--- config.mk ---
export PLATFORM = sky130hd
export DESIGN_NAME = swmf_rank_sorter
export DESIGN_NICKNAME = d
export VERILOG_FILES = /design/src/hw/rtl/swmf_pkg.sv /design/src/hw/rtl/swmf_rank_sorter.sv
export SDC_FILE = /design/constraint.sdc
export NUM_CORES = 2
export LEC_CHECK = 0
export BUFFER_PORTS_ARGS = -buffer_cell sky130_fd_sc_hd__buf_2
export CORE_UTILIZATION = 45
export DETAILED_ROUTE_END_ITERATION = 6
export PLACE_DENSITY_LB_ADDON = 0.25
export SLEW_MARGIN = 10
export SYNTH_ARGS = -nofsm -noshare
export SYNTH_HDL_FRONTEND = slang
export SYNTH_SLANG_ARGS = --single-unit
--- constraint.sdc ---
create_clock -name i_clk -period 6.3 [get_ports i_clk]
set_input_delay 0.63 -clock i_clk [delete_from_list [all_inputs] [get_ports i_clk]]
set_output_delay 0.63 -clock i_clk [all_outputs]
set_load 0.05 [all_outputs]
--- src/hw/rtl/swmf_pkg.sv ---
package swmf_pkg;

    localparam int PIX_W          = 32;
    localparam int CFG_IDX_W      = 2;
    localparam int CFG_DATA_W     = 16;
    localparam int WIDTH_REG_W    = 13;
    localparam int HEIGHT_REG_W   = 16;
    localparam int RAD_W          = 2;
    localparam int OUT_COL_W      = 12;
    localparam int OUT_ROW_W      = 16;
    localparam int COL_W          = 15;
    localparam int ROW_W          = 17;

    localparam int DEF_MAX_WIDTH  = 4096;
    localparam int DEF_MAX_RADIUS = 3;

    localparam logic [WIDTH_REG_W-1:0]  WIDTH_RESET  = 13'd1024;
    localparam logic [HEIGHT_REG_W-1:0] HEIGHT_RESET = 16'd1024;
    localparam logic [RAD_W-1:0]        RADIUS_RESET = 2'd1;

    localparam logic [CFG_IDX_W-1:0] REG_IMAGE_WIDTH   = 2'd0;
    localparam logic [CFG_IDX_W-1:0] REG_IMAGE_HEIGHT  = 2'd1;
    localparam logic [CFG_IDX_W-1:0] REG_WINDOW_RADIUS = 2'd2;

    typedef logic signed [PIX_W-1:0] t_pix;

    typedef struct packed {
        logic clear;
        logic insert;
    } t_sort_ctl;

endpackage

--- src/hw/rtl/swmf_rank_sorter.sv ---
module swmf_rank_sorter #(
    parameter int NCELL = 49,
    parameter int IW    = $clog2(NCELL)
) (
    input  logic               i_clk,
    input  logic               i_rst_n,
    input  swmf_pkg::t_sort_ctl i_ctl,
    input  swmf_pkg::t_pix     i_data,
    input  logic [IW-1:0]      i_sel,
    output swmf_pkg::t_pix     o_value
);
    import swmf_pkg::*;

    t_pix             r_cell [NCELL];
    logic [NCELL-1:0] r_vld;
    logic [NCELL-1:0] gt;

    // Empty cells count as larger than any sample, so the array stays sorted ascending.
    always_comb begin
        for (int i = 0; i < NCELL; i++) begin
            gt[i] = !r_vld[i] || (r_cell[i] > i_data);
        end
    end

    always_ff @(posedge i_clk) begin
        if (!i_rst_n) begin
            r_vld <= '0;
        end else if (i_ctl.clear) begin
            r_vld <= '0;
        end else if (i_ctl.insert) begin
            r_vld <= {r_vld[NCELL-2:0], 1'b1};
        end
    end

    for (genvar i = 0; i < NCELL; i++) begin : g_cell
        if (i == 0) begin : g_first
            always_ff @(posedge i_clk) begin
                if (i_ctl.insert && gt[0]) begin
                    r_cell[0] <= i_data;
                end
            end
        end else begin : g_rest
            always_ff @(posedge i_clk) begin
                if (i_ctl.insert && gt[i]) begin
                    r_cell[i] <= gt[i-1] ? r_cell[i-1] : i_data;
                end
            end
        end
    end

    assign o_value = r_cell[i_sel];

endmodule

-- Yosys cells after proc, flatten, opt, wreduce, memory -nomap -nowiden
Memories as Yosys holds them, arrays and structs flattened.
Cells that the tools add are included.
- flip-flop bits (word level): 49
- latch bits: 0
- RAM bits: 1568
- bits in read-only memories: 0
- bits of input ports: 42
- output and inout bits: 32
- word-level logic and storage cells: 346
- memories: 1
- $add $sub $neg: 0
- $mul: 0
- divide/modulo/power cells: 0
- $lt $le $gt $ge: 49
- equal/unequal tests: 0
- shifts and indexed selects: 0
- mux-type cells: 146
- bitwise operators: 1
- reductions and logical operators: 148
- memory list (memory ; depth ; bits a word ; rd ports ; clocked after Yosys merged registers in ; wr ports ; line ; source):
    r_cell ; 49 ; 32 ; 50 ; 0 ; 49 ; swmf_rank_sorter.sv:14 ; t_pix r_cell [NCELL];
- operators with widths (operator ; number):
    $gt 32x32->1 ; 49
    $mux 32 ; 48
    $mux 1 ; 98
    $logic_and 1x1->1 ; 49
    $logic_not 1->1 ; 49
    $logic_or 1x1->1 ; 49
    $reduce_or 2->1 ; 1
    $not 1->1 ; 1

-- Depth between registers and ports, before layout
- depth after elaboration: 5
- gate-level depth with buffers: 13
- gate-level depth less buffers: 10

-- Least setup slack after synthesis
Ideal clock, no wire load.
- path kind: in2reg
- start point: input i_data[25]
- end point: memory r_cell[10][0] in the netlist's numbering, enable pin
- setup time: 501 ps
- arrival time: 6108 ps
- data required time: 5799 ps
- path slack: -310 ps
- cell stages on the path: 10
- path buffers: 1
- cells stage by stage: clkbuf_1 -> inv_1 -> ha_1 -> a21o_1 -> a21o_1 -> a21oi_1 -> a2bb2oi_1 -> o211ai_1 -> and3b_1 -> nor4_1
- RTL lines (element ; line ; source):
    from (decl) ; swmf_rank_sorter.sv:8 ; input swmf_pkg::t_pix i_data,
    to (decl) ; swmf_rank_sorter.sv:14 ;

-- Final worst setup path
- start point: input i_sel[0]
- end point: output o_value[12]
- cells in the longest elaborated chain, start to end: 1
- RTL lines (element ; line ; source):
    from (decl) ; swmf_rank_sorter.sv:9 ; input logic [IW-1:0] i_sel,
    $mem_v2 49x32 ; - ;
    to (decl) ; swmf_rank_sorter.sv:10 ; output swmf_pkg::t_pix o_value
Every way passes these cells.

==> results.yml <==
drt:
  vias: 84389
  ant_nets: 1
  wl_per_cell_um: 37.8
  avgViaCountPerCell: 7.04
  first_iter_violations: 11573
  firstDrtPassIters: 6
  remaining_drc_errors: 0
  wirelength_mm: 454
grt:
  track_usage_pct: 34.7
  grt_pass1_wl_mm: 630
  grt_max_degree: 103
  grt_pass1_vias: 81252
  antenna_found_initial: 82
  grt-ovfl-total: 0
clock_tree:
  cts.reportedPaths.clkPinSlew_ns: 0.06
  cts_buffers: 189
  tritoncts: "built"
  cts_resized: 0
  cts_root_buf: "clkbuf_16"
  cts_max_path_buffers: 3
  hold_buffers: 0
  cts.sinks: 1617
  clk_latency_ns: 0.89
  post-cts-setup-buffer-count: 0
  htreeDepth: 4
synth:
  yosysTopAreaCell: "edfxtp_1"
  yosys_warnings: 0
  synth_cells: 8319
  postSynthAreaPerCell_um2: 13.8
  syn_nets: 9929
  yosys-top-cells-area: "edfxtp_1 41%, ha_1 17%, mux2_2 14%"
  synth_seq_cells: 1617
  synthDistinctLibCells: 65
  synth_ff_type: "edfxtp_1"
  synthArstFlopShare_pct: 0
  netlist_area_mm2: 0.115
  synth_top_area_share_pct: 41.0
  synth_edf_count: 1568
  synth-seq-area-share_pct: 41.9
timing:
  slew_headroom_pct: 9.01
  skew_ns: 0.0374
  post-route-period-util_pct: 83.4
  maxSlewViolCount: 0
  whs_ns: 0.246
  rsz0062_at_grt: "no"
  fin_setup_tns_ns: 0
  finalWorstSetupSlack_ns: 1.05
  finalSetupViolCount: 0
  hold_violations: 0
  fmax_ghz: 0.190
  finalCriticalPeriod_ns: 5.25
  tightest_slew_ns: 1.36
setup_path:
  worst_ep_required_time_ns: 5.67
  crit_arrival_ns: 4.62
  crit_path_start_kind: "primary input"
  end_kind: "primary output"
  worst_path_largest_cell_delay_ns: 0.96
  worst_path_most_repeated_cell: "mux4_2"
  worstPathCellList: "buf_8 -> buf_12 -> buf_4 -> mux4_2 -> mux4_2 -> a211oi_1 -> a21oi_1 -> buf_2"
  crit_fanout: 52
  critPathKind: "primary input to primary output"
  cpMaxStageDelayCell: "a211oi_1"
job:
  max_cap_viol_count: 0
floorplan:
  initial_core_util_pct: 45.5
  die_w_um: 507
  dieHeight_um: 507
  core_mm2: 0.252
  die_area_mm2: 0.257
  rows: 184
  ios: 74
place:
  hpwl_mm: 330
  place_ws_ns: 1.11
  gp_congestion: 1.02
  portBuffers: 73
  dp_cells: 11611
final_layout:
  post-route-util_pct: 50.4
  n_fill_cell: 21398
  layout-drive-gt1-share_pct: 31.8
  area_delta_synth_final_pct: 10.9
  nets: 10064
  fin_cells: 11995
pwr:
  power_leakage_uw: 0.0513
  power_per_cell_area_mw_per_mm2: 237
  peakVddDrop_mv: 0.288
hold_path:
  holdCritPathClass: "primary input to flip-flop"
outcome:
  status: "complete, but fails checks"
  violations: "antenna rules"
-- worst max-delay path: cells and delay by family --
family	cells	cell delay [ns]
buffers and inverters	4	1.54
AO/OA/AOI/OAI	2	1.20
multiplexers	2	1.11
-- per-layer routing --
layer	GRT usage, %	share of wire [%]
met1	45.7	39
met5	0	0.056
met2	50.8	43
met4	18.9	6.3
met3	10.8	12
-- area by class of cell --
cell class / instances / area (um^2) / area share, %
antenna: 29 / 72.6 / 0.0570
clock buffer: 258 / 5140 / 4.04
clock inverter: 97 / 1040 / 0.814
inverter: 127 / 492 / 0.387
multi-input combinational: 6131 / 64900 / 51.0
sequential: 1617 / 48100 / 37.8
tap: 3348 / 4190 / 3.29
timing repair buffer: 388 / 3280 / 2.58
-- layout by cell type, fill, tap and decap left out, drive strengths merged, types with 5 or more instances in the layout --
master	instances
and3b	23
a2111oi	13
nor2b	80
o22ai	10
dfxtp	49
clkinv	72
inv	128
and3	25
a21o	611
or3	7
nand3	31
mux4	493
buf	388
nor4	35
mux2	1536
diode	29
a221o	7
o21ai	116
edfxtp	1568
o211ai	59
nand4	339
o221ai	7
o21a	94
clkinvlp	6
bufinv	18
a211o	5
ha	1568
mux2i	72
and2	28
a21oi	375
a211oi	77
nor2	169
o31ai	9
nor3	129
nand2	106
clkbuf	258
and4	42
or2	5
a2bb2oi	22
nand2b	13
-- worst paths after layout --
kind                  startpoint             end  slack, ns  cells past startpoint
setup reg to reg  r_cell[39][17]  r_cell[39][27]       1.96                     10
hold / removal          i_ctl[0]       r_vld[26]       0.25                      3
hold reg to reg        r_vld[30]       r_vld[30]       0.55                      2
setup / recovery        i_sel[0]     o_value[12]       1.05                      8
-- state kept, by name, summed over array words and instances, names as in the netlist --
name / cells
r_cell: 1568
r_vld: 49
-- synth_stat cells, types with 72 or more instances --
master       n
mux2i_1     72
mux2_2    1466
nor2b_1     80
nand4_1    339
mux4_2     493
buf_2      148
edfxtp_1  1568
o21a_1      94
nor2_1     169
o21ai_0    109
a21oi_1    375
nor3_1     108
a211oi_1    76
nand2_1    105
a21o_1     611
inv_1      126
ha_1      1568
clkbuf_1   259
-- where the power goes --
group | internal, uW | switching, uW | total, uW
registers | 12500 | 696 | 13200
logic | 2190 | 3390 | 5580
clock network | 6460 | 4880 | 11300
-- stage by stage --
stage          instance area (um^2)  total power [uW]
2_1_floorplan                115000             16300
5_1_grt                      127000             30800
3_3_place_gp                 121000             18600
4_1_cts                      127000             30000
6_report                     127000             30100
3_5_place_dp                 121000             18800
-- cells by family after synthesis --
family	Yosys count	share of synthesized area (%)
muxes	2101	25.4
xor gates and xnor gates	1	0.00764
AOI/OAI and AO/OA	1426	8.37
DFF	1617	41.9
adders and majority gates	1568	17.1
and+or+nand+nor	1035	5.11
buffers and inverters	571	2.12
(Power assumes the default switching activity.)
